--- src/rtl/core/kfr_ram.sv ---
// ----------------------------------------------------------------------------
// kfr_ram
// Single write port, single read port RAM with registered read data.
// ----------------------------------------------------------------------------
module kfr_ram #(
   parameter int WIDTH = 8,
   parameter int DEPTH = 16
) (
   input  logic                     clock,
   input  logic                     wr_en,
   input  logic [$clog2(DEPTH)-1:0] wr_addr,
   input  logic [WIDTH-1:0]         wr_data,
   input  logic [$clog2(DEPTH)-1:0] rd_addr,
   output logic [WIDTH-1:0]         rd_data
);

   logic [WIDTH-1:0] mem [DEPTH];
   logic [WIDTH-1:0] rd_data_ff;

   always_ff @(posedge clock) begin
      if (wr_en) begin
         mem[wr_addr] <= wr_data;
      end
      rd_data_ff <= mem[rd_addr];
   end

   assign rd_data = rd_data_ff;

endmodule

--- config.mk ---
export PLATFORM = sky130hd
export DESIGN_NAME = kfr_ram
export DESIGN_NICKNAME = d
export VERILOG_FILES = /design/src/rtl/core/kfr_ram.sv
export SDC_FILE = /design/constraint.sdc
export NUM_CORES = 1
export LEC_CHECK = 0
export ABC_CLOCK_PERIOD_IN_PS = 4000
export CAP_MARGIN = 20
export CORE_MARGIN = 2
export CORE_UTILIZATION = 65
export DETAILED_ROUTE_END_ITERATION = 10
export DONT_BUFFER_PORTS = 1
export PLACE_DENSITY_LB_ADDON = 0.3
export SKIP_LAST_GASP = 1
export SLEW_MARGIN = 30
export SYNTH_ARGS = -nofsm -noshare
export SYNTH_HDL_FRONTEND = slang
export SYNTH_SLANG_ARGS = --single-unit
--- constraint.sdc ---
create_clock -name clock -period 4 [get_ports clock]
set_clock_uncertainty 0.05 [all_clocks]
set_input_delay 0.8 -clock clock [delete_from_list [all_inputs] [get_ports clock]]
set_output_delay 0.8 -clock clock [all_outputs]
set_load 0.02 [all_outputs]
==> out/results.txt <==
For this design the static power due to leakage is 1.877 nW. The worst setup path is launched from an input pin. The synthesized netlist devotes 3.184% of its cell area to simple gates. The worst-case IR drop observed on VDD is 0.0003919 V. In the routed design, unresolved DRC markers number 0. Most common cell after layout, fill and taps aside: sky130_fd_sc_hd__edfxtp_1. The worst hold path was traced through 0 stages. Worst hold margin: 0.3251 ns. Counting cells, the worst reg-to-reg path comes to 3. The number of hold buffers added after CTS was 0.

For the worst path arrival time, the log shows 1.92 ns. The worst setup path is captured at a register. The number of maximum-capacitance violations came out at 0. Slew at the pin closest to its max-slew limit: 0.8126 ns.

Dividing the final minimum period by the clock period gives 45.69%. In the final routed layout, each cell accounts on average for 26.23 um. The source of the worst hold timing path is wr_data[7].

The Yosys step of the flow raised 0 warnings. For this design the ratio of total power to cell area is 542.9 nW/um2. The run gives 7687 um2 as the core footprint. The wire length reported by the detailed router was 9310 um.

At the worst endpoint, the required time is 4.10 ns. The total of buffers placed on input and output ports was 0; the horizontal die dimension was 92.99 um. The fraction of layout cells with a size suffix above 1 is 18.97%.

Peak fanout along the critical path: 8. Setup repair after global routing left no endpoint under its margin. Gates resized during post-CTS repair numbered 0.

The adder and majority cell fraction of the synthesized area is 0%, and the post-synthesis net count is 247. The run gives 13810 um as the wire length of the first global-routing pass. Traced cell by cell, the critical path runs through or3b_2 > nor2_1. The post-synthesis compound-gate area fraction works out to 2.333%. The min-delay analysis places its worst path in the category in -> reg. Setup violations remaining at the end of the flow were counted as 0. For the number of antenna violations at the first check in global routing, the log shows 0.

After synthesis the cells add up to 5147 um2. The number of instances in the synthesized netlist was 229. Clock tree root buffer cell: sky130_fd_sc_hd__clkbuf_8. In the global route stage, met1 resource usage came out at 36.46%. The number of placed instances, taps included, is 323. The total count of max-transition violations in the final report is 0. The number of buffers inserted to repair setup after CTS is 0, and the count of buffer and inverter cells on the critical path is 0. A synthesized cell averages 22.48 um2.

The total overflow left after global routing is 0. The area overhead of the layout relative to synthesis is 11.96%. The largest single stage delay on the critical path is 0.60 ns.

The logs give 32 for the site row count and 277 for the number of DRC markers after the initial detailed-route iteration. In this run the register-to-register setup slack is 2.51 ns. For hold timing, the worst endpoint is mem[0][7]$_DFFE_PP_. TritonCTS built the clock tree. The flow ran to the end, and the final reports show no timing, DRC or antenna violations. On the critical path, the stage with the largest delay is an instance of sky130_fd_sc_hd__nor2_1. The height of the die came out at 92.99 um. The overall routing resource usage came out at 24.12%. For the final hold violation count, the log shows 0.

The via count of the routed design was 2354. The final antenna diode count is 0. Clock period minus final worst setup slack: 1.828 ns. By startpoint and endpoint, the worst setup path is classified as in -> reg. Setup total negative slack on the finished layout was measured at 0 ns. The tools report the placed wire-length estimate after detailed placement as 5417 um. After the last flow step, the layout net total stands at 258. The logs give 45.62% for the headroom to the max-slew limit and 2 for the maximum number of buffers from clock root to sink. Entering global routing, the biggest net connects 33 pins. CTS built an H-tree with a depth of 4. In the layout the commonest cells are 128 x sky130_fd_sc_hd__edfxtp_1, 18 x sky130_fd_sc_hd__mux4_2, 16 x sky130_fd_sc_hd__a22oi_1, 16 x sky130_fd_sc_hd__clkbuf_16, 14 x sky130_fd_sc_hd__mux4_1. The xor/xnor cell area share of the yosys netlist is 0%, and the via density per instance is 6.631. For the number of buffers created by CTS, the log shows 17. Based on the critical path, the design can be clocked at up to 0.5472 GHz.

The run gives 5 as the first-pass detailed-route iteration total. The proportion of synthesized area in mux cells works out to 15.02%. After synthesis the netlist holds a flip-flop and latch count of 136.

The effective utilization at floorplan is 66.96%. Pin placement for this block handled 26 I/O pins. In this run the remaining antenna-violating nets after routing total 0. The clock net in this run drives a total of 136 sinks. Clock latency on the worst-skew pair, taken at its later pin, is 0.52 ns. The run gives 2287 as the via count of the first global-routing pass.

After the flow finishes, the layout carries non-filler instances totaling 355. After synthesis, the largest family of logic cells by area is multiplexers. The synthesized netlist contains 19 unique library cells. After clock tree synthesis, the clock-pin slew on the worst setup and hold paths is 0.06 ns. The start of the worst register-to-register path was mem[7][0]$_DFFE_PP_.

For this run, global-route usage on met3 was measured as 7.333%. met1 is the most crowded layer. The logs give 34.18% for the global-route met2 utilization and 74.97% for the share of the core filled with cells in the final layout. Routability-driven placement finished with a final weighted congestion of 0.7401. Grouping stages by cell kind, the critical path spends the most delay in simple AND/OR/NAND/NOR gates. In this run the critical register-to-register path is captured at rd_data[0]$_DFF_P_. Summing the sequential cell areas from Yosys gives 77.78% of the chip area. The die covers 8647 um2.
==> registers in the layout, indices dropped and copies added (netlist names) <==
register  cells
mem         128
rd_data       8
==> stage by stage <==
stage                     setup slack (ns)  instance area [um2]  total power [mW]
after floorplan                      1.657                 5147             1.722
after global placement               1.682                 5204             1.726
after detailed placement             1.663                 5214             1.730
after CTS                            2.178                 5763             3.141
after global routing                 2.151                 5763             3.214
final                                2.172                 5763             3.129
==> cells in the mapped netlist (all sizes together) <==
master         count  area share [%]
buf                7             1.1
nor3               4            0.39
clkdlybuf4s25      3            0.58
nand3              1           0.097
and2b              1            0.15
nand3b             2            0.29
nor2              13            0.95
edfxtp           128              75
a22oi             16             2.3
nand2b             2            0.24
dfxtp              8             3.1
and2               1            0.12
nand2              9            0.66
or3b               1            0.17
nor2b              1            0.12
mux4              32              15
==> how the worst max path moves through the flow <==
stage                                to  depth (start not counted)  slack [ns]        from
global placement    mem[3][0]$_DFFE_PP_                          2        1.68  wr_addr[2]
floorplan           mem[0][0]$_DFFE_PP_                          2        1.66  wr_addr[2]
CTS                 mem[3][6]$_DFFE_PP_                          2        2.18  wr_addr[2]
global route        mem[3][5]$_DFFE_PP_                          2        2.15  wr_addr[2]
detailed placement  mem[3][0]$_DFFE_PP_                          2        1.66  wr_addr[2]
finish              mem[3][2]$_DFFE_PP_                          2        2.17  wr_addr[2]
==> cells by family (layout without fill, tap and decap cells) <==
kind of cell	count (synthesis)	count (layout)
AOI/OAI and AO/OA	16	16
and+or+nand+nor	35	35
DFF	136	136
muxes	32	32
buffers and inverters	10	34
==> routing by layer <==
metal | vias to the layer above | part of all wire (%)
met1 | 1198 | 42
met2 | 140 | 47
met4 | 0 | 2.3
met3 | 21 | 9.2
met5 | - | 0
li1 | 995 | -
==> worst register-to-register path: stages, from the launching register on <==
cell and delay, ns:
sky130_fd_sc_hd__edfxtp_1 0.38, sky130_fd_sc_hd__mux4_1 0.55, sky130_fd_sc_hd__a22oi_1 0.28, sky130_fd_sc_hd__nand2_1 0.11
==> power breakdown <==
part	switching [mW]	internal, mW	total [mW]
Sequential	0.0210	1.60	1.62
Combinational	0.0401	0.0455	0.0856
Clock	0.521	0.906	1.43
Total	0.582	2.55	3.13
==> cell type report <==
type	count	area, um2
sequential	136	4004
clock buffer	29	509.2
multi-input combinational	83	1067
clock inverter	3	40.04
timing repair buffer	2	15.01
fill	419	1924
tap	102	127.6
(Power assumes the default switching activity.)
