--- src/rtl/core/kfr_pkg.sv ---
// ----------------------------------------------------------------------------
// kfr_pkg
// Shared types and constants for the keyframe record and playback core.
// ----------------------------------------------------------------------------
package kfr_pkg;

   typedef enum logic [2:0] {
      ACT_START   = 3'd0,
      ACT_CAPTURE = 3'd1,
      ACT_STOP    = 3'd2,
      ACT_SAMPLE  = 3'd3,
      ACT_DISCARD = 3'd4
   } action_type;

   localparam int TIME_W = 32;
   localparam int ANG_W  = 16;
   localparam int OUT_W  = 20;
   localparam int DVD_W  = 53;   // magnitude of offset * delta
   localparam int PROD_W = 54;   // signed product
   localparam int Q_W    = 21;   // quotient bits that matter

   typedef struct packed {
      logic [TIME_W-1:0]        time_ms;
      logic signed [ANG_W-1:0]  pan;
      logic signed [ANG_W-1:0]  tilt;
      logic                     relay;
   } entry_type;

endpackage

--- src/rtl/core/kfr_div.sv ---
// ----------------------------------------------------------------------------
// kfr_div
// Restoring unsigned divider, one quotient bit per cycle.
// ----------------------------------------------------------------------------
module kfr_div (
   input  logic                         clock,
   input  logic                         reset,
   input  logic                         start,
   input  logic [kfr_pkg::DVD_W-1:0]    dividend,
   input  logic [kfr_pkg::TIME_W-1:0]   divisor,
   output logic                         done,
   output logic [kfr_pkg::DVD_W-1:0]    quotient,
   output logic [kfr_pkg::TIME_W-1:0]   remainder
);

   localparam int CNT_W = $clog2(kfr_pkg::DVD_W);

   logic                         run_ff, run_in;
   logic                         done_ff, done_in;
   logic [CNT_W-1:0]             cnt_ff, cnt_in;
   logic [kfr_pkg::DVD_W-1:0]    quo_ff, quo_in;
   logic [kfr_pkg::TIME_W-1:0]   rem_ff, rem_in;
   logic [kfr_pkg::TIME_W-1:0]   dvs_ff, dvs_in;
   logic [kfr_pkg::TIME_W:0]     trial;
   logic                         fits;

   always_comb begin
      trial   = {rem_ff, quo_ff[kfr_pkg::DVD_W-1]};
      fits    = trial >= {1'b0, dvs_ff};
      run_in  = run_ff;
      done_in = 1'b0;
      cnt_in  = cnt_ff;
      quo_in  = quo_ff;
      rem_in  = rem_ff;
      dvs_in  = dvs_ff;
      if (start) begin
         run_in = 1'b1;
         cnt_in = '0;
         quo_in = dividend;
         rem_in = '0;
         dvs_in = divisor;
      end else if (run_ff) begin
         // shift in one dividend bit, subtract where it fits
         rem_in = fits ? kfr_pkg::TIME_W'(trial - {1'b0, dvs_ff})
                       : trial[kfr_pkg::TIME_W-1:0];
         quo_in = {quo_ff[kfr_pkg::DVD_W-2:0], fits};
         cnt_in = cnt_ff + 1'b1;
         if (cnt_ff == CNT_W'(kfr_pkg::DVD_W - 1)) begin
            run_in  = 1'b0;
            done_in = 1'b1;
         end
      end
   end

   always_ff @(posedge clock) begin
      if (reset) begin
         run_ff  <= 1'b0;
         done_ff <= 1'b0;
      end else begin
         run_ff  <= run_in;
         done_ff <= done_in;
      end
      cnt_ff <= cnt_in;
      quo_ff <= quo_in;
      rem_ff <= rem_in;
      dvs_ff <= dvs_in;
   end

   assign done      = done_ff;
   assign quotient  = quo_ff;
   assign remainder = rem_ff;

endmodule

--- config.mk ---
export PLATFORM = sky130hd
export DESIGN_NAME = kfr_div
export DESIGN_NICKNAME = d
export VERILOG_FILES = /design/src/rtl/core/kfr_pkg.sv /design/src/rtl/core/kfr_div.sv
export SDC_FILE = /design/constraint.sdc
export NUM_CORES = 1
export LEC_CHECK = 0
export BUFFER_PORTS_ARGS = -buffer_cell sky130_fd_sc_hd__buf_2
export CORE_ASPECT_RATIO = 1.1
export CORE_MARGIN = 2
export CORE_UTILIZATION = 41
export CTS_CLUSTER_DIAMETER = 40
export CTS_CLUSTER_SIZE = 8
export DETAILED_ROUTE_END_ITERATION = 8
export MAX_ROUTING_LAYER = met4
export PLACE_DENSITY = 0.63
export SYNTH_ARGS = -nofsm -noshare
export SYNTH_HDL_FRONTEND = slang
export SYNTH_SLANG_ARGS = --single-unit
--- constraint.sdc ---
create_clock -name clock -period 3.9 [get_ports clock]
set_clock_uncertainty 0.2 [all_clocks]
set_input_delay 0.585 -clock clock [delete_from_list [all_inputs] [get_ports clock]]
set_output_delay 0.585 -clock clock [all_outputs]
set_load 0.02 [all_outputs]
==> results of run 1 <==
sequential cells by signal, indices dropped and copies added, names as in the netlist:
| register | count |
|---|---|
| cnt_ff | 6 |
| run_ff | 1 |
| quotient | 53 |
| remainder | 32 |
| done | 1 |
| dvs_ff | 32 |
worst max-delay path, cell delays in order, from the launching register on:
cell      delay (ns)
edfxtp_1        0.33
inv_1           0.04
ha_1            0.33
a21oi_1         0.31
nand2_1         0.13
or3_1           0.33
o21ai_2         0.28
o31ai_2         0.18
a31oi_1         0.43
buf_4           0.25
nand2_1         0.07
a311oi_1        0.28
routing by layer:
| metal | track usage (%) | up-vias |
|---|---|---|
| met5 | - | - |
| met4 | 6.71 | 0 |
| met3 | 5.35 | 23 |
| met2 | 32.3 | 200 |
| met1 | 25.3 | 2600 |
| li1 | - | 2716 |
synth_stat cells (4+ instances only):
| master | count |
|---|---|
| nor4_1 | 4 |
| o221ai_1 | 4 |
| mux2i_1 | 25 |
| o21a_1 | 7 |
| inv_1 | 41 |
| mux2_2 | 53 |
| and4_1 | 4 |
| a21oi_1 | 29 |
| nor2b_1 | 6 |
| dfxtp_1 | 40 |
| xnor2_1 | 15 |
| ha_1 | 34 |
| o21ai_0 | 19 |
| edfxtp_1 | 85 |
| nand4b_1 | 5 |
| nand3_1 | 12 |
| or3_1 | 4 |
| xor2_1 | 15 |
| a211oi_1 | 26 |
| nor2_1 | 57 |
| buf_2 | 7 |
| clkbuf_1 | 20 |
| nor3_1 | 8 |
| nand2_1 | 37 |
| o211ai_1 | 4 |
| a21o_1 | 6 |
| a31oi_1 | 7 |
| and3_1 | 7 |
| nand4_1 | 7 |
| a311oi_1 | 8 |
| o31ai_1 | 5 |
| o21ai_1 | 5 |
power breakdown:
| group | leakage [nW] | switching, W | internal, W |
|---|---|---|---|
| registers | 1.18 | 0.0000830 | 0.00156 |
| clock network | 0.304 | 0.000656 | 0.00103 |
| logic | 2.19 | 0.000581 | 0.000400 |
final cells by class:
cell class                      count  area, sq um  share of cell area (%)
Timing Repair Buffer              181          928                    10.8
Sequential cell                   125         3350                    39.2
Tap cell                          204          255                    2.98
Clock inverter                     15          199                    2.32
Inverter                           42          158                    1.84
Clock buffer                       17          425                    4.97
Multi-Input combinational cell    439         3250                    37.9
how the worst max path moves through the flow:
stage,from,endpoint,slack [ns],depth (start not counted)
finish,dvs_ff[7]$_DFFE_PP_,remainder[28]$_SDFFE_PP0P_,0.64,11
global placement,dvs_ff[23]$_DFFE_PP_,remainder[28]$_SDFFE_PP0P_,0.75,10
detailed placement,dvs_ff[7]$_DFFE_PP_,remainder[28]$_SDFFE_PP0P_,0.63,11
global route,remainder[9]$_SDFFE_PP0P_,remainder[27]$_SDFFE_PP0P_,0.42,10
CTS,dvs_ff[7]$_DFFE_PP_,remainder[28]$_SDFFE_PP0P_,0.62,11
floorplan,remainder[22]$_SDFFE_PP0P_,quotient[0]$_DFFE_PP_,0.81,10
kinds of logic after synthesis:
group	share of synthesized area (%)
buffers and inverters	4.42
multiplexers	12.3
AND/OR/NAND/NOR	11.2
XOR/XNOR	3.81
AO/OA/AOI/OAI	13.3
adder cells (fa/ha/maj)	6.45
flip-flops	48.6
metrics by stage:
| step | setup slack (ns) | total power, W |
|---|---|---|
| after floorplan | 0.813 | 0.00235 |
| after detailed placement | 0.632 | 0.00264 |
| final | 0.635 | 0.00431 |
| after global routing | 0.420 | 0.00451 |
| after CTS | 0.618 | 0.00434 |
| after global placement | 0.754 | 0.00263 |
==> results.json, run 1 <==
{
  "fin_tns_setup_ns": 0,
  "ys.warnings.count": 0,
  "clk_pin_slew_ns": 0.06,
  "postRouteAntennaNets": 0,
  "wire_per_inst_um": 16.9,
  "r2r-start": "dvs_ff[7]$_DFFE_PP_",
  "start_kind": "register",
  "drive_above_1_share_pct": 33.6,
  "post-route-cell-area_sq_um": 8570,
  "drv_cap": 0,
  "p_leak_nw": 3.67,
  "cts_root_buf": "clkbuf_16",
  "dieArea_sq_um": 17900,
  "yosysTopAreaCell": "edfxtp_1",
  "syn-num-nets": 761,
  "wl_met2_mm": 8.12,
  "status": "complete, no violations",
  "dr.pass1.iters": 5,
  "vias": 5539,
  "syn-cell-area_sq_um": 6910,
  "grt_usage_pct": 20.3,
  "post_cts_buffers": 0,
  "grt_pass1_vias": 5575,
  "synth_top_area_share_pct": 37.0,
  "drcViolationCount": 0,
  "ys_ff_latch": 125,
  "holdWs_ns": 0.134,
  "finalNonFillerCells": 1023,
  "core_sq_um": 16400,
  "syn_area_per_cell_sq_um": 10.8,
  "grt_max_degree": 60,
  "place_area_sq_um": 7940,
  "dr_wl_met3_mm": 1.14,
  "die_y_um": 140,
  "powerDensity_nw_per_um2": 503,
  "layout_worst_path_cycle_share_pct": 83.7,
  "final_common_cell": "buf_2",
  "place.gp.congestion": 0.944,
  "vdd_drop_max_mv": 0.303,
  "die_w_um": 128,
  "grt_first_pass_wirelength_mm": 27.9,
  "min_period_ns": 3.26,
  "rsz0062_at_grt": "no",
  "holdCritPathClass": "in2reg",
  "syn-instance-count": 638,
  "synthTopCellsByArea": "edfxtp_1 (37%), dfxtp_1 (12%), mux2_2 (8.6%)",
  "wirelength_mm": 17.2,
  "final_cell_mix": "buf_2 (172), edfxtp_1 (85), nor2_1 (57), mux2_2 (53), inv_1 (41)",
  "hold_buffers": 0,
  "dpl.cell_count": 991,
  "r2r_slack_ns": 0.64,
  "cp.required_ns": 4.02,
  "crit_fanout": 8,
  "cts_buffers": 17,
  "hp-start": "reset",
  "worstSetupEndpointType": "register",
  "worstPathArrival_ns": 3.38,
  "fill_cells": 1474,
  "min_path_cells": 2,
  "crit-reg2reg-capture": "remainder[28]$_SDFFE_PP0P_",
  "place_hpwl_mm": 12.7,
  "area_growth_pct": 24.1,
  "yosysSeqAreaShare_pct": 48.6,
  "antenna-diode-count": 0,
  "min_to": "run_ff$_SDFF_PP0_",
  "setup_viol": 0,
  "met1_length_mm": 7.70,
  "cts_tree": "done",
  "path_class": "reg2reg",
  "insertion_delay_ns": 0.42,
  "ff2ff_path_depth": 11,
  "viasPerCell": 5.41,
  "async_flop_share_pct": 0,
  "finish.utilization_pct": 52.1,
  "start_util_pct": 42.0,
  "row_count": 49,
  "fmax_mhz": 306,
  "grt_antenna_before_repair": 0,
  "hold_viol_final": 0,
  "synth_edf_count": 85,
  "clock_path_buffers": 2,
  "port_buffers": 173,
  "post_cts_resized": 0,
  "finalMaxSlewViolations": 0,
  "cts-htree-levels": 4,
  "max_slew_margin_pct": 54.8,
  "drtIter0Drc": 314,
  "worstMarginPinSlew_ns": 0.678,
  "ys_types": 56,
  "layout.nets": 929,
  "clkSinkCount": 125,
  "highest_layer": "met4",
  "pin_count": 174,
  "grt-ovfl-total": 0,
  "synth_top_flop_cell": "edfxtp_1"
}
Power figures use the tool's default switching activity.
==> run 2: changes to the inputs <==
Clock period 3.9 ns to 3.3 ns, I/O delays scaled along.
==> run 2 against run 1 <==
Final area is essentially flat. Cell count grew 0.68%. Register-to-register slack got worse by 0.45 ns. Via count up 1.1%. Non-clock buffer count increased by 7. Worst setup slack got worse by 0.45 ns. Power is 13% higher. Sequential share of layout area barely moved. Hold slack worse by 0.098 ns. Clock-buffer cell count stayed put. Critical path type unchanged. Largest cell class unchanged.
==> results.json, run 2 (synthesis gave the netlist of run 1 again) <==
{
  "final_cell_mix": "buf_2 (172), edfxtp_1 (85), nor2_1 (57), mux2_2 (53), inv_1 (41)",
  "start_util_pct": 42.0,
  "insertion_delay_ns": 0.42,
  "path_cells": "ha_1 -> a21oi_2 -> o21ai_1 -> or3b_1 -> a221oi_2 -> o31ai_2 -> a31o_1 -> buf_4 -> mux2_2",
  "holdCritPathClass": "in2reg",
  "grt_usage_pct": 20.8,
  "clock_path_buffers": 2,
  "drcViolationCount": 0,
  "place.gp.congestion": 0.881,
  "powerDensity_nw_per_um2": 569,
  "post_cts_buffers": 0,
  "cts_tree": "done",
  "rsz0062_at_grt": "no",
  "max_slew_margin_pct": 57.8,
  "wirelength_mm": 17.6,
  "grt_pass1_vias": 5706,
  "cts_buffers": 17,
  "r2r_slack_ns": 0.18,
  "finish.utilization_pct": 52.1,
  "drtIter0Drc": 309,
  "path_class": "reg2reg",
  "ff2ff_path_depth": 9,
  "status": "complete, no violations",
  "cts_root_buf": "clkbuf_16",
  "p_leak_nw": 3.66,
  "r2r-start": "remainder[17]$_SDFFE_PP0P_",
  "fmax_mhz": 321,
  "vias": 5598,
  "place_hpwl_mm": 12.9,
  "dr_wl_met3_mm": 1.26,
  "row_count": 49,
  "crit-reg2reg-capture": "quotient[0]$_DFFE_PP_",
  "port_buffers": 173,
  "highest_layer": "met4",
  "grt_max_degree": 62,
  "holdWs_ns": 0.0363,
  "layout.nets": 936,
  "worstMarginPinSlew_ns": 0.633,
  "postRouteAntennaNets": 0,
  "wl_met2_mm": 8.37,
  "finalMaxSlewViolations": 0,
  "wire_per_inst_um": 17.1,
  "hp-start": "reset",
  "dieArea_sq_um": 17900,
  "drive_above_1_share_pct": 34.3,
  "min_period_ns": 3.12,
  "grt_antenna_before_repair": 0,
  "grt_first_pass_wirelength_mm": 28.6,
  "min_path_cells": 2,
  "area_growth_pct": 24.0,
  "met1_length_mm": 7.59,
  "worstPathArrival_ns": 3.09,
  "pin_count": 174,
  "die_w_um": 128,
  "hold_viol_final": 0,
  "die_y_um": 140,
  "fin_tns_setup_ns": 0,
  "antenna-diode-count": 0,
  "worstSetupEndpointType": "register",
  "clk_pin_slew_ns": 0.06,
  "layout_worst_path_cycle_share_pct": 94.5,
  "clkSinkCount": 125,
  "core_sq_um": 16400,
  "dpl.cell_count": 998,
  "dr.pass1.iters": 5,
  "largest_register_ff_count": 53,
  "vdd_drop_max_mv": 0.376,
  "cpPeakStageDelay_ns": 0.42,
  "cts-htree-levels": 4,
  "start_kind": "register",
  "cp.required_ns": 3.27,
  "crit_fanout": 16,
  "drv_cap": 0,
  "setup_viol": 0,
  "grt-ovfl-total": 0,
  "finalNonFillerCells": 1030,
  "slowest_stage": "or3b_1",
  "final_common_cell": "buf_2",
  "viasPerCell": 5.43,
  "min_to": "run_ff$_SDFF_PP0_"
}
## run 2: cell count changes in the layout (fill, tap and decap cells not counted), sizes merged
cell,previous run,this run
bufinv,3,0
buf,181,188
clkinvlp,1,4
## run 2: area by class of cell
class | instances | area [sq um]
tap | 204 | 255
clock buffer | 17 | 425
inverter | 42 | 158
sequential | 125 | 3350
timing repair buffer | 188 | 993
multi-input combinational | 439 | 3250
fill | 1493 | 7870
clock inverter | 15 | 125
## run 2: worst max path at each step
stage	from	to	slack, ns	cells past startpoint
final	remainder[17]$_SDFFE_PP0P_	quotient[0]$_DFFE_PP_	0.18	9
after global routing	dvs_ff[18]$_DFFE_PP_	remainder[1]$_SDFFE_PP0P_	0.02	11
after CTS	quotient[52]$_DFFE_PP_	remainder[30]$_SDFFE_PP0P_	0.01	11
after detailed placement	quotient[52]$_DFFE_PP_	remainder[30]$_SDFFE_PP0P_	0.04	11
after global placement	quotient[52]$_DFFE_PP_	remainder[30]$_SDFFE_PP0P_	0.17	11
after floorplan	remainder[22]$_SDFFE_PP0P_	quotient[0]$_DFFE_PP_	0.21	10
## run 2: report_power, final
| group | switching (W) | internal (W) | leakage (nW) |
|---|---|---|---|
| Combinational | 0.000693 | 0.000487 | 2.23 |
| Sequential | 0.0000978 | 0.00184 | 1.18 |
| Clock | 0.000773 | 0.000982 | 0.260 |
## run 2: timing repair
item | CTS | global route
gates resized for setup | 0 | 2
hold buffers | 0 | 0
endpoints found under the setup margin | 0 | 1
## run 2: critical path, delay by kind of cell, from the launching register on
kind                     cells  cell delay, ns
adder cells (fa/ha/maj)      1            0.39
buffers and inverters        1            0.22
flip-flops                   1            0.33
AO/OA/AOI/OAI                5            1.01
multiplexers                 1            0.28
AND/OR/NAND/NOR              1            0.42
## run 2: layer usage
| layer | global-route usage (%) | vias to the layer above |
|---|---|---|
| met2 | 33.5 | 224 |
| met3 | 5.96 | 33 |
| met4 | 7.11 | 0 |
| met5 | - | - |
| met1 | 25.1 | 2615 |
| li1 | - | 2726 |
## run 2: through the flow
| step | area (sq um) | power, W | worst slack, ns |
|---|---|---|---|
| final | 8560 | 0.00487 | 0.181 |
| after global routing | 8560 | 0.00511 | 0.0202 |
| after CTS | 8560 | 0.00492 | 0.00950 |
| after detailed placement | 8010 | 0.00315 | 0.0367 |
| after global placement | 8010 | 0.00313 | 0.169 |
| after floorplan | 6910 | 0.00278 | 0.213 |
